`config.mk`:
```
export PLATFORM = sky130hd
export DESIGN_NAME = thresholded_intensity_centroid_top_flat
export DESIGN_NICKNAME = d
export VERILOG_FILES = /design/src/sv/tic_pkg.sv /design/src/sv/tic_if.sv /design/src/sv/thresholded_intensity_centroid_top.sv /design/src/sv/tic_mac.sv /design/src/sv/tic_div.sv /design/src/flat_wrapper.sv
export VERILOG_INCLUDE_DIRS = /design/src /design/src/sv
export SDC_FILE = /design/constraint.sdc
export NUM_CORES = 2
export LEC_CHECK = 0
export BUFFER_PORTS_ARGS = -buffer_cell sky130_fd_sc_hd__buf_2
export CAP_MARGIN = 15
export CORE_MARGIN = 2
export CORE_UTILIZATION = 42
export CTS_CLUSTER_DIAMETER = 120
export DETAILED_ROUTE_END_ITERATION = 8
export GPL_TIMING_DRIVEN = 0
export PLACE_DENSITY = 0.64
export SLEW_MARGIN = 30
export SYNTH_ARGS = -nofsm -noshare
export SYNTH_HDL_FRONTEND = slang
export SYNTH_SLANG_ARGS = --single-unit
export TNS_END_PERCENT = 100
```
`constraint.sdc`:
```
create_clock -name clk_i -period 7.6 [get_ports clk_i]
set_input_delay 1.14 -clock clk_i [delete_from_list [all_inputs] [get_ports clk_i]]
set_output_delay 1.14 -clock clk_i [all_outputs]
set_load 0.05 [all_outputs]
```
`src/sv/assert_macros.svh`:
```
// Assertion helpers shared by the top level and the divider.
`ifndef ASSERT_MACROS_SVH
`define ASSERT_MACROS_SVH

// Concurrent assertion on an explicit clock and active-low reset.
`define TIC_ASSERT_CLK(lbl, clk, rst_n, prop, msg) \
  lbl: assert property (@(posedge clk) disable iff (!rst_n) prop) else $error(msg);

// Concurrent assertion on the block's own clock and reset.
`define TIC_ASSERT(lbl, prop, msg) `TIC_ASSERT_CLK(lbl, clk_i, rst_ni, prop, msg)

`endif

```
`src/sv/tic_pkg.sv`:
```
`default_nettype none

package tic_pkg;

  localparam int MAX_DIM    = 4096;
  localparam int PIXEL_BITS = 16;
  localparam int FRAC_BITS  = 8;

  localparam int PIX_W      = 16;
  localparam int DIM_W      = 13;
  localparam int THR_W      = 16;
  localparam int CTR_W      = 20;
  localparam int POS_W      = $clog2(MAX_DIM);
  localparam int SUM_W      = 56;
  localparam int WSUM_W     = 40;
  localparam int PROD_W     = POS_W + PIXEL_BITS;
  localparam int DVD_W      = SUM_W + FRAC_BITS;
  localparam int DIV_CNT_W  = $clog2(DVD_W + 1);
  localparam int CFG_IDX_W  = 2;
  localparam int CFG_DATA_W = 16;

  localparam logic [DIM_W-1:0] WIDTH_RESET  = DIM_W'(640);
  localparam logic [DIM_W-1:0] HEIGHT_RESET = DIM_W'(480);

  localparam logic [CFG_IDX_W-1:0] CFG_FRAME_WIDTH      = 2'd0;
  localparam logic [CFG_IDX_W-1:0] CFG_FRAME_HEIGHT     = 2'd1;
  localparam logic [CFG_IDX_W-1:0] CFG_WEIGHT_THRESHOLD = 2'd2;

  typedef struct packed {
    logic mul_en;
    logic mul_sel_y;
    logic add_x;
    logic add_y;
    logic clear;
  } tic_mac_ctrl_t;

  typedef struct packed {
    logic busy;
    logic done;
  } tic_div_st_t;

  function automatic logic [DIM_W-1:0] eff_dim(input logic [DIM_W-1:0] v);
    logic [DIM_W-1:0] r;
    if (v == '0) begin
      r = DIM_W'(1);
    end else if (v > DIM_W'(MAX_DIM)) begin
      r = DIM_W'(MAX_DIM);
    end else begin
      r = v;
    end
    return r;
  endfunction

endpackage

`default_nettype wire

```
`src/sv/tic_if.sv`:
```
`default_nettype none

interface tic_cfg_if;
  logic                           valid;
  logic                           ready;
  logic [tic_pkg::CFG_IDX_W-1:0]  index;
  logic [tic_pkg::CFG_DATA_W-1:0] data;

  modport source(output valid, index, data, input ready);
  modport sink(input valid, index, data, output ready);
endinterface

interface tic_pixel_if;
  logic                      valid;
  logic                      ready;
  logic [tic_pkg::PIX_W-1:0] pixel_value;

  modport source(output valid, pixel_value, input ready);
  modport sink(input valid, pixel_value, output ready);
endinterface

interface tic_result_if;
  logic                      valid;
  logic                      ready;
  logic [tic_pkg::CTR_W-1:0] centre_x;
  logic [tic_pkg::CTR_W-1:0] centre_y;
  logic                      empty_frame;

  modport source(output valid, centre_x, centre_y, empty_frame, input ready);
  modport sink(input valid, centre_x, centre_y, empty_frame, output ready);
endinterface

`default_nettype wire

```
`src/sv/thresholded_intensity_centroid_top.sv`:
```
// Channel   Direction  Payload
// cfg_i     in         index, data (frame_width, frame_height, weight_threshold)
// pixel_i   in         pixel_value
// result_o  out        centre_x, centre_y, empty_frame
//
// A pixel goes through acceptance, two passes through the shared multiplier
// and a final accumulate. A frame's last pixel adds two divisions and an emit
// step, or only the emit step when the frame carries no weight.
// Reset restores the default frame size and a zero threshold and clears all sums.
// A result waits in its register while the next frame's pixels are accepted;
// the block stalls only when a new result finds the register still full.
`default_nettype none

`include "assert_macros.svh"

module thresholded_intensity_centroid_top (
  input wire logic clk_i,
  input wire logic rst_ni,
  tic_cfg_if.sink       cfg_i,
  tic_pixel_if.sink     pixel_i,
  tic_result_if.source  result_o
);
  import tic_pkg::*;

  typedef enum logic [2:0] {
    S_IDLE,
    S_MUL_X,
    S_MUL_Y,
    S_ADD_Y,
    S_DIV_X,
    S_DIV_Y,
    S_EMIT
  } state_e;

  state_e            state_q;
  logic [DIM_W-1:0]  width_q;
  logic [DIM_W-1:0]  height_q;
  logic [THR_W-1:0]  thr_q;
  logic [POS_W-1:0]  x_pos_q;
  logic [POS_W-1:0]  y_pos_q;
  logic [POS_W-1:0]  cur_x_q;
  logic [POS_W-1:0]  cur_y_q;
  logic [PIXEL_BITS-1:0] weight_q;
  logic              frame_end_q;
  logic [CTR_W-1:0]  cx_q;
  logic [CTR_W-1:0]  cy_q;
  logic              empty_q;
  logic              res_valid_q;
  logic [CTR_W-1:0]  res_x_q;
  logic [CTR_W-1:0]  res_y_q;
  logic              res_empty_q;

  logic [PIXEL_BITS-1:0] pix;
  logic [DIM_W-1:0]  w_last;
  logic [DIM_W-1:0]  h_last;
  logic              last_x;
  logic              last_y;
  logic              pix_acc;
  logic              emit_ok;
  tic_mac_ctrl_t     mac_ctrl;
  logic [SUM_W-1:0]  x_sum;
  logic [SUM_W-1:0]  y_sum;
  logic [WSUM_W-1:0] w_sum;
  logic              div_start;
  logic [DVD_W-1:0]  div_dividend;
  tic_div_st_t       div_st;
  logic [CTR_W-1:0]  div_quot;

  assign cfg_i.ready   = 1'b1;
  assign pixel_i.ready = (state_q == S_IDLE);
  assign pix_acc       = pixel_i.valid && (state_q == S_IDLE);
  assign emit_ok       = !res_valid_q || result_o.ready;

  assign pix    = pixel_i.pixel_value[PIXEL_BITS-1:0];
  assign w_last = eff_dim(width_q) - 1'b1;
  assign h_last = eff_dim(height_q) - 1'b1;
  assign last_x = DIM_W'(x_pos_q) >= w_last;
  assign last_y = DIM_W'(y_pos_q) >= h_last;

  always_comb begin
    mac_ctrl           = '0;
    mac_ctrl.mul_en    = (state_q == S_MUL_X) || (state_q == S_MUL_Y);
    mac_ctrl.mul_sel_y = (state_q == S_MUL_Y);
    mac_ctrl.add_x     = (state_q == S_MUL_Y);
    mac_ctrl.add_y     = (state_q == S_ADD_Y);
    mac_ctrl.clear     = (state_q == S_EMIT) && emit_ok;
  end

  assign div_start = ((state_q == S_ADD_Y) && frame_end_q && (w_sum != '0)) ||
                     ((state_q == S_DIV_X) && div_st.done);
  assign div_dividend = (state_q == S_DIV_X) ? (DVD_W'(y_sum) << FRAC_BITS)
                                             : (DVD_W'(x_sum) << FRAC_BITS);

  tic_mac u_mac (
    .clk_i    (clk_i),
    .rst_ni   (rst_ni),
    .ctrl_i   (mac_ctrl),
    .pos_x_i  (cur_x_q),
    .pos_y_i  (cur_y_q),
    .weight_i (weight_q),
    .x_sum_o  (x_sum),
    .y_sum_o  (y_sum),
    .w_sum_o  (w_sum)
  );

  tic_div u_div (
    .clk_i      (clk_i),
    .rst_ni     (rst_ni),
    .start_i    (div_start),
    .dividend_i (div_dividend),
    .divisor_i  (w_sum),
    .status_o   (div_st),
    .quotient_o (div_quot)
  );

  always_ff @(posedge clk_i or negedge rst_ni) begin
    if (!rst_ni) begin
      width_q  <= WIDTH_RESET;
      height_q <= HEIGHT_RESET;
      thr_q    <= '0;
    end else if (cfg_i.valid) begin
      unique case (cfg_i.index)
        CFG_FRAME_WIDTH:      width_q  <= cfg_i.data[DIM_W-1:0];
        CFG_FRAME_HEIGHT:     height_q <= cfg_i.data[DIM_W-1:0];
        CFG_WEIGHT_THRESHOLD: thr_q    <= cfg_i.data[THR_W-1:0];
        default: ;
      endcase
    end
  end

  always_ff @(posedge clk_i) begin
    if (pix_acc) begin
      cur_x_q  <= x_pos_q;
      cur_y_q  <= y_pos_q;
      weight_q <= (THR_W'(pix) < thr_q) ? '0 : pix;
    end
    if ((state_q == S_ADD_Y) && frame_end_q) begin
      cx_q    <= '0;
      cy_q    <= '0;
      empty_q <= (w_sum == '0);
    end
    if ((state_q == S_DIV_X) && div_st.done) begin
      cx_q <= div_quot;
    end
    if ((state_q == S_DIV_Y) && div_st.done) begin
      cy_q <= div_quot;
    end
    if ((state_q == S_EMIT) && emit_ok) begin
      res_x_q     <= cx_q;
      res_y_q     <= cy_q;
      res_empty_q <= empty_q;
    end
  end

  always_ff @(posedge clk_i or negedge rst_ni) begin
    if (!rst_ni) begin
      state_q     <= S_IDLE;
      x_pos_q     <= '0;
      y_pos_q     <= '0;
      frame_end_q <= 1'b0;
      res_valid_q <= 1'b0;
    end else begin
      res_valid_q <= ((state_q == S_EMIT) && emit_ok) || (res_valid_q && !result_o.ready);
      unique case (state_q)
        S_IDLE: begin
          if (pix_acc) begin
            frame_end_q <= last_x && last_y;
            if (last_x && last_y) begin
              x_pos_q <= '0;
              y_pos_q <= '0;
            end else if (last_y) begin
              x_pos_q <= x_pos_q + 1'b1;
              y_pos_q <= '0;
            end else begin
              y_pos_q <= y_pos_q + 1'b1;
            end
            state_q <= S_MUL_X;
          end
        end
        S_MUL_X: state_q <= S_MUL_Y;
        S_MUL_Y: state_q <= S_ADD_Y;
        S_ADD_Y: begin
          if (!frame_end_q) begin
            state_q <= S_IDLE;
          end else if (w_sum == '0) begin
            state_q <= S_EMIT;
          end else begin
            state_q <= S_DIV_X;
          end
        end
        S_DIV_X: begin
          if (div_st.done) begin
            state_q <= S_DIV_Y;
          end
        end
        S_DIV_Y: begin
          if (div_st.done) begin
            state_q <= S_EMIT;
          end
        end
        S_EMIT: begin
          if (emit_ok) begin
            state_q <= S_IDLE;
          end
        end
        default: state_q <= S_IDLE;
      endcase
    end
  end

  assign result_o.valid       = res_valid_q;
  assign result_o.centre_x    = res_x_q;
  assign result_o.centre_y    = res_y_q;
  assign result_o.empty_frame = res_empty_q;

  `TIC_ASSERT(a_result_from_emit, $rose(res_valid_q) |-> $past(state_q == S_EMIT), "result raised outside emit")
  `TIC_ASSERT(a_empty_zero, (res_valid_q && res_empty_q) |-> (res_x_q == '0 && res_y_q == '0), "empty frame with nonzero centre")
  `TIC_ASSERT(a_div_in_div_states, div_st.busy |-> (state_q == S_DIV_X || state_q == S_DIV_Y), "divider busy outside division")
  `TIC_ASSERT(a_frame_cleared, (state_q == S_EMIT) |-> (x_pos_q == '0 && y_pos_q == '0), "scan position not cleared at frame end")

endmodule

`default_nettype wire

```
`src/sv/tic_mac.sv`:
```
`default_nettype none

module tic_mac (
  input  wire logic                          clk_i,
  input  wire logic                          rst_ni,
  input  wire tic_pkg::tic_mac_ctrl_t        ctrl_i,
  input  wire logic [tic_pkg::POS_W-1:0]     pos_x_i,
  input  wire logic [tic_pkg::POS_W-1:0]     pos_y_i,
  input  wire logic [tic_pkg::PIXEL_BITS-1:0] weight_i,
  output logic      [tic_pkg::SUM_W-1:0]     x_sum_o,
  output logic      [tic_pkg::SUM_W-1:0]     y_sum_o,
  output logic      [tic_pkg::WSUM_W-1:0]    w_sum_o
);
  import tic_pkg::*;

  logic [POS_W-1:0]  mul_a;
  logic [PROD_W-1:0] prod_q;
  logic [SUM_W-1:0]  x_sum_q;
  logic [SUM_W-1:0]  y_sum_q;
  logic [WSUM_W-1:0] w_sum_q;

  // One multiplier serves both coordinates on successive cycles.
  assign mul_a = ctrl_i.mul_sel_y ? pos_y_i : pos_x_i;

  always_ff @(posedge clk_i) begin
    if (ctrl_i.mul_en) begin
      prod_q <= PROD_W'(mul_a) * PROD_W'(weight_i);
    end
  end

  always_ff @(posedge clk_i or negedge rst_ni) begin
    if (!rst_ni) begin
      x_sum_q <= '0;
      y_sum_q <= '0;
      w_sum_q <= '0;
    end else if (ctrl_i.clear) begin
      x_sum_q <= '0;
      y_sum_q <= '0;
      w_sum_q <= '0;
    end else begin
      if (ctrl_i.add_x) begin
        x_sum_q <= x_sum_q + SUM_W'(prod_q);
        w_sum_q <= w_sum_q + WSUM_W'(weight_i);
      end
      if (ctrl_i.add_y) begin
        y_sum_q <= y_sum_q + SUM_W'(prod_q);
      end
    end
  end

  assign x_sum_o = x_sum_q;
  assign y_sum_o = y_sum_q;
  assign w_sum_o = w_sum_q;

endmodule

`default_nettype wire

```
`src/sv/tic_div.sv`:
```
`default_nettype none

`include "assert_macros.svh"

module tic_div (
  input  wire logic                       clk_i,
  input  wire logic                       rst_ni,
  input  wire logic                       start_i,
  input  wire logic [tic_pkg::DVD_W-1:0]  dividend_i,
  input  wire logic [tic_pkg::WSUM_W-1:0] divisor_i,
  output tic_pkg::tic_div_st_t            status_o,
  output logic      [tic_pkg::CTR_W-1:0]  quotient_o
);
  import tic_pkg::*;

  logic [WSUM_W-1:0]    rem_q;
  logic [WSUM_W-1:0]    dsr_q;
  logic [DVD_W-1:0]     dvd_q;
  logic [DIV_CNT_W-1:0] cnt_q;
  logic                 done_q;
  logic [WSUM_W:0]      rem_sh;
  logic [WSUM_W:0]      diff;
  logic                 fits;

  // Restoring division, one quotient bit per cycle; quotient bits shift
  // into the dividend register from the bottom.
  assign rem_sh = {rem_q, dvd_q[DVD_W-1]};
  assign diff   = rem_sh - {1'b0, dsr_q};
  assign fits   = !diff[WSUM_W];

  always_ff @(posedge clk_i) begin
    if (start_i) begin
      dvd_q <= dividend_i;
      dsr_q <= divisor_i;
      rem_q <= '0;
    end else if (cnt_q != '0) begin
      rem_q <= fits ? diff[WSUM_W-1:0] : rem_sh[WSUM_W-1:0];
      dvd_q <= {dvd_q[DVD_W-2:0], fits};
    end
  end

  always_ff @(posedge clk_i or negedge rst_ni) begin
    if (!rst_ni) begin
      cnt_q  <= '0;
      done_q <= 1'b0;
    end else begin
      done_q <= !start_i && (cnt_q == DIV_CNT_W'(1));
      if (start_i) begin
        cnt_q <= DIV_CNT_W'(DVD_W);
      end else if (cnt_q != '0) begin
        cnt_q <= cnt_q - 1'b1;
      end
    end
  end

  assign status_o.busy = (cnt_q != '0);
  assign status_o.done = done_q;
  assign quotient_o    = dvd_q[CTR_W-1:0];

  `TIC_ASSERT(a_start_idle, start_i |-> (cnt_q == '0), "division started while busy")
  `TIC_ASSERT(a_done_after_last, done_q |-> (cnt_q == '0) && $past(cnt_q == DIV_CNT_W'(1)), "done without final step")
  `TIC_ASSERT(a_cnt_in_range, cnt_q <= DIV_CNT_W'(DVD_W), "division step count out of range")

endmodule

`default_nettype wire
```
`src/flat_wrapper.sv`:
```
// flat-port wrapper written by rule: the top's interface ports become plain ports
module thresholded_intensity_centroid_top_flat import tic_pkg::*;
  (clk_i, rst_ni, cfg_i_valid, cfg_i_index, cfg_i_data, cfg_i_ready, pixel_i_valid, pixel_i_pixel_value, pixel_i_ready, result_o_valid, result_o_centre_x, result_o_centre_y, result_o_empty_frame, result_o_ready);
  tic_cfg_if cfg_i_i ();
  tic_pixel_if pixel_i_i ();
  tic_result_if result_o_i ();
  input wire logic clk_i;
  input wire logic rst_ni;
  input wire logic [$bits(cfg_i_i.valid)-1:0] cfg_i_valid;
  input wire logic [$bits(cfg_i_i.index)-1:0] cfg_i_index;
  input wire logic [$bits(cfg_i_i.data)-1:0] cfg_i_data;
  output wire logic [$bits(cfg_i_i.ready)-1:0] cfg_i_ready;
  input wire logic [$bits(pixel_i_i.valid)-1:0] pixel_i_valid;
  input wire logic [$bits(pixel_i_i.pixel_value)-1:0] pixel_i_pixel_value;
  output wire logic [$bits(pixel_i_i.ready)-1:0] pixel_i_ready;
  output wire logic [$bits(result_o_i.valid)-1:0] result_o_valid;
  output wire logic [$bits(result_o_i.centre_x)-1:0] result_o_centre_x;
  output wire logic [$bits(result_o_i.centre_y)-1:0] result_o_centre_y;
  output wire logic [$bits(result_o_i.empty_frame)-1:0] result_o_empty_frame;
  input wire logic [$bits(result_o_i.ready)-1:0] result_o_ready;
  assign cfg_i_i.valid = cfg_i_valid;
  assign cfg_i_i.index = cfg_i_index;
  assign cfg_i_i.data = cfg_i_data;
  assign cfg_i_ready = cfg_i_i.ready;
  assign pixel_i_i.valid = pixel_i_valid;
  assign pixel_i_i.pixel_value = pixel_i_pixel_value;
  assign pixel_i_ready = pixel_i_i.ready;
  assign result_o_valid = result_o_i.valid;
  assign result_o_centre_x = result_o_i.centre_x;
  assign result_o_centre_y = result_o_i.centre_y;
  assign result_o_empty_frame = result_o_i.empty_frame;
  assign result_o_i.ready = result_o_ready;
  thresholded_intensity_centroid_top u_core (.clk_i(clk_i), .rst_ni(rst_ni), .cfg_i(cfg_i_i), .pixel_i(pixel_i_i), .result_o(result_o_i));
endmodule
```
# Word level (Yosys, flattened, before mapping)
# Index checks and enable logic that the tools add are counted.
[totals]
reg_bits = 525
in_bits = 39
output_inout_bits = 44
word_cells = 121
[op_classes]
addsub = 9
n_mul = 1
n_lt_le_gt_ge = 5
eq_ne = 13
muxes = 31
reduce_logical = 36
[op_table]
columns = ["op", "n"]
rows = [
  ["$mux W56", 4],
  ["$mux W64", 3],
  ["$mux W40", 3],
  ["$add A56 B28 Y56", 2],
  ["$mux W12", 5],
  ["$mux W20", 3],
  ["$mux W13", 4],
  ["$sub A41 B40 Y41", 1],
  ["$add A40 B16 Y40", 1],
  ["$logic_not A40 Y1", 1],
  ["$reduce_bool A40 Y1", 1],
  ["$mul A12 B16 Y28", 1],
  ["$ge A12 B13 Y1", 2],
  ["$gt A13 B13 Y1 const B", 2],
  ["$logic_not A13 Y1", 2],
  ["$sub A13 B1 Y13 const B", 2],
  ["$add A12 B1 Y12 const B", 2],
  ["$pmux W3 S7", 1],
  ["$lt A16 B16 Y1", 1],
  ["$mux W3", 5],
  ["$mux W7", 2],
  ["$reduce_bool A2 Y1", 6],
  ["$eq A3 B3 Y1 const B", 3],
  ["$logic_and A1 B1 Y1", 9],
  ["other kinds (17)", 29],
]

# Logic depth before layout (Yosys ltp)
[depth]
depth_word = 8
depth_mapped = 30
depth_no_buf = 26

# By module
# Synthesis repeated with hierarchy kept, for this count alone.
[hier_totals]
hier_cells = 3580
area_unflattened_um2 = 36625.1
[modules_own_cells]
columns = ["mod", "instances", "cells_each", "area_each_um2", "seq_area_each_um2"]
rows = [
  ["tic_mac", 1, 2067, 18536.5, 4644.5],
  ["thresholded_intensity_centroid_top", 1, 751, 9589.2, 5447.7],
  ["tic_div", 1, 762, 8499.4, 4124.0],
]

# Worst setup path after synthesis
# OpenSTA, ideal clock, no wires.
[synth_timing]
path_type = "register to register"
startpoint = "register u_core.state_q[2]"
endpoint = "register u_core.u_mac.prod_q[24] (data pin)"
setup_time_ps = 258
t_arrival_ps = 6499
required_time_ps = 7342
slack_ps = 843
stages_incl_launch_ff = 29
path_buffers = 4
synth_period_minus_slack_ps = 6757
path_cell_list = "dfrtp_1 -> clkbuf_1 -> inv_1 -> and2_1 -> clkbuf_1 -> clkbuf_1 -> nand2_1 -> nand2_1 -> clkbuf_1 -> nand2_1 -> fa_1 -> inv_1 -> ha_1 -> fa_1 -> fa_1 -> inv_1 -> fa_1 -> inv_1 -> ha_1 -> o21a_1 -> o31a_1 -> o211ai_2 -> a21oi_1 -> o31ai_1 -> o2111ai_1 -> a2111o_1 -> a31o_2 -> a21oi_1 -> xnor2_1"
[synth_via]
elab_chain_cells = 3
[synth_lines]
columns = ["element", "line", "source"]
rows = [
  ["start, declared", "thresholded_intensity_centroid_top.sv:35", "state_e state_q;"],
  ["start signal, assigned", "thresholded_intensity_centroid_top.sv:157", "state_q <= S_IDLE;"],
  ["start signal, assigned", "thresholded_intensity_centroid_top.sv:177", "state_q <= S_MUL_X;"],
  ["start signal, assigned", "thresholded_intensity_centroid_top.sv:180", "S_MUL_X: state_q <= S_MUL_Y;"],
  ["$eq A3 B2 Y1", "thresholded_intensity_centroid_top.sv:83", "mac_ctrl.mul_sel_y = (state_q == S_MUL_Y);"],
  ["$mux W12", "tic_mac.sv:23", "assign mul_a = ctrl_i.mul_sel_y ? pos_y_i : pos_x_i;"],
  ["$mul A12 B16 Y28", "tic_mac.sv:27", "prod_q <= PROD_W'(mul_a) * PROD_W'(weight_i);"],
  ["end signal, assigned", "tic_mac.sv:27", ""],
  ["end, declared", "tic_mac.sv:17", "logic [PROD_W-1:0] prod_q;"],
]
# No other way between the ends.
# A chain may end at the register's enable or synchronous reset.

# Worst setup path in the final report
# Same ends and word-level chain as after synthesis.

==> flow_metrics.tcl <==
set metrics [dict create \
    crit_arrival_ns 7.66 \
    reg2reg_depth 24 \
    crit_top_cell "fa_1" \
    reg2reg_slack_ns 0.28 \
    io_pins 83 \
    yosysMostFrequentCell "nand2_1" \
    clk_latency_ns 0.66 \
    drc 0 \
    rows 105 \
    critPathMaxFanout 10 \
    grt_pass1_vias 25700 \
    drv_cap 0 \
    dieArea_um2 84400 \
    rsz0062_at_grt "false" \
    synth_area_um2 34500 \
    wl_met1_um 39500 \
    dr_wl_met3_um 4380 \
    cp_num_buf_inv 6 \
    layout_min_cycle_time_ns 7.32 \
    syn_nets 3889 \
    drv_slew 0 \
    synth_warnings 0 \
    synth.top_cells.by_area "edfxtp_1 22%, dfrtp_1 16%, fa_1 8.4%" \
    synth-main-ff-cell "edfxtp_1" \
    antennaDiodeCount 0 \
    vias_per_cell 5.46 \
    h-tree-depth 2 \
    clk_pin_slew_ns 0.06 \
    ctsHoldBuffers 0 \
    slowest_delay_ns 0.53 \
    critPathTopFamily "adder cells" \
    cts_tree "yes" \
    syn_inst 3483 \
    cts_sinks 525 \
    critPathKind "reg -> reg" \
    antenna_found_initial 0 \
    grt_first_pass_wirelength_um 141000 \
    hold_viol 0 \
    drtIter0Drc 1690 \
    vias 25900 \
    drt_first_pass_iters 5 \
    cp.required_ns 7.95 \
    yosysTopAreaCellShare_pct 22.1 \
    finalNetCount 4035 \
    grt_max_degree 78 \
    portBuffers 81 \
    fmax_mhz 137 \
    layout-drive-gt1-share_pct 7.80 \
    cpMaxStageDelayCell "fa_1" \
    core_um2 81700 \
    grt_usage_pct 20.7 \
    synth_common_cells "375 x nand2_1, 299 x inv_1, 254 x edfxtp_1" \
    cp-end-kind "flop" \
    die_w_um 291 \
    fp.dieH_um 291 \
    area_growth_pct 11.3 \
    detail_route.wl_per_cell_um 18.3 \
    status "finished clean" \
    synth_cell_type_count 89 \
    synth.avg_cell_area_um2 9.90 \
    clockBufferDepth 3 \
    root_buffer "clkbuf_16" \
    reg2reg_to "u_core.u_mac.prod_q[24]" \
    path_cells "inv_1, and2_2, clkbuf_2, nand2_1, nand2_1, clkbuf_2, nand2_1, fa_1, fa_1, fa_1, inv_1, fa_1, inv_1, fa_1, inv_1, ha_1, a21oi_1, a21oi_1, o31ai_4, o2111ai_1, a2111o_1, a31o_2, a21oi_1, xnor2_1" \
    yosysTopAreaCell "edfxtp_1" \
    ys_ff_latch 525 \
    hp-class "in -> async" \
    dr_wl_met2_um 41100 \
    drt-total-wl_um 86900 \
    async_reset_ff_share_pct 44.0 \
    setup_viol 0 \
    start_util_pct 42.2 \
    cts_buffers 58 \
    slew_headroom_pct 31.7 \
    skew_ns 0.0698 \
    synth_edf_count 254 \
    gr-total-overflow 0 \
    finalCritPeriodShare_pct 96.3 \
    finalSetupTns_ns 0 \
    timing.rr.start "u_core.state_q[2]" \
    worstMarginPinSlew_ns 1.02 \
    ys_seq_area_share_pct 41.2 \
    drtAntennaViolNets 0 \
    place_hpwl_um 65800 \
    crit_path_start_kind "flop" \
    topRoutingLayerUsed "met4" \
    routabilityCongestion 0.870 \
]
==> flip-flops by register name, indices dropped and copies added (netlist names), 7 cells and up <==
signal,cells
u_core.height_q,13
u_core.x_pos_q,12
u_core.weight_q,16
u_core.u_mac.y_sum_o,56
u_core.u_mac.prod_q,28
u_core.cx_q,20
u_core.cy_q,20
u_core.cur_y_q,12
u_core.u_div.dsr_q,40
u_core.width_q,13
u_core.u_div.rem_q,40
u_core.u_mac.x_sum_o,56
u_core.cur_x_q,12
u_core.u_div.cnt_q,7
u_core.u_div.dvd_q,64
u_core.result_o.centre_x,20
u_core.y_pos_q,12
u_core.result_o.centre_y,20
u_core.u_mac.w_sum_o,40
u_core.thr_q,16
==> logic make-up after synthesis <==
| kind of cell | Yosys count | synth area share [%] |
|---|---|---|
| mux | 142 | 4.27 |
| simple gates | 1114 | 15.8 |
| buf+inv | 447 | 5.03 |
| fa+ha+maj | 367 | 16.4 |
| compound gates | 728 | 13.2 |
| xor+xnor | 159 | 4.04 |
| other cells | 1 | 0.0109 |
| flops | 525 | 41.2 |
==> how the worst max path moves through the flow <==
stage,end,cells after the start,from
3_5_place_dp,u_core.u_mac.prod_q[24],28,u_core.state_q[2]
6_report,u_core.u_mac.prod_q[24],24,u_core.state_q[2]
5_1_grt,u_core.u_mac.prod_q[26],24,u_core.state_q[2]
3_3_place_gp,u_core.u_mac.prod_q[24],28,u_core.state_q[2]
4_1_cts,u_core.u_mac.prod_q[24],26,u_core.state_q[2]
2_1_floorplan,u_core.u_mac.prod_q[24],28,u_core.state_q[2]
==> cells in the final DEF, fill, tap and decap left out, drive strengths merged, types with 10 or more instances in the layout <==
cell and n:
and4 14, o21ai 242, inv 302, edfxtp 254, or4 20, dfrtp 225, a211oi 27, o21a 19
nand2 375, mux2i 101, nand4 38, nor4 20, o211ai 27, o31a 10, a21o 70, o21bai 26
or3 13, clkbuf 200, nor3 52, o31ai 40, and3 63, nor2b 37, nor2 164, fa 144
ha 223, clkinv 21, dfxtp 40, buf 117, and2 117, xnor2 93, nand3 149, a21oi 178
mux2 41, xor2 66, or2 10, a31oi 21, nand2b 33
==> through the flow <==
step | cell area [µm²] | setup slack [ns] | hold WS [ns] | cells | util (%)
6_report | 38400 | 0.283 | 0.330 | 4749 | 47.0
5_1_grt | 38400 | 0.00903 | 0.318 | 4749 | 47.0
4_1_cts | 38400 | 0.00954 | 0.306 | 4751 | 47.0
3_5_place_dp | 36400 | -0.744 | 0.405 | 4641 | 44.6
3_3_place_gp | 36200 | -0.658 | 0.403 | 4634 | 44.3
2_1_floorplan | 34500 | 0.843 | 0.400 | 3483 | -
==> repair_timing <==
item	CTS	global route
hold endpoints to repair	0	0
buffers inserted	0	0
pin swaps	0	1
gates resized for setup	18	16
setup endpoints to repair	7	6
==> worst reg2reg max path, cell delays in order (launching register included) <==
cell       delay, ns
dfrtp_1         0.47
inv_1           0.21
and2_2          0.29
clkbuf_2        0.28
nand2_1         0.09
nand2_1         0.24
clkbuf_2        0.37
nand2_1         0.13
fa_1            0.44
fa_1            0.50
fa_1            0.50
inv_1           0.06
fa_1            0.53
inv_1           0.05
fa_1            0.53
inv_1           0.04
ha_1            0.36
a21oi_1         0.20
a21oi_1         0.17
o31ai_4         0.39
o2111ai_1       0.25
a2111o_1        0.48
a31o_2          0.24
a21oi_1         0.17
xnor2_1         0.08
==> cell type report <==
class / instances / area (µm²)
multi-input cells: 2511 / 18600
plain buffers: 145 / 641
flip-flops and latches: 525 / 14200
clock inverters: 26 / 251
repair buffers: 88 / 586
clock buffers: 84 / 1650
fillers: 7723 / 43300
inverters: 300 / 1130
well taps: 1070 / 1340
==> per-layer routing <==
metal  vias up  global-route usage, %
met5         -                      0
met4         0                   5.28
met3       121                   2.97
met2       642                   34.4
met1     12600                   28.3
li1      12500                      -
Power is left out: the tool's default activity adds up to more than one toggle a clock period on the data nets, which glitch-free logic cannot reach.
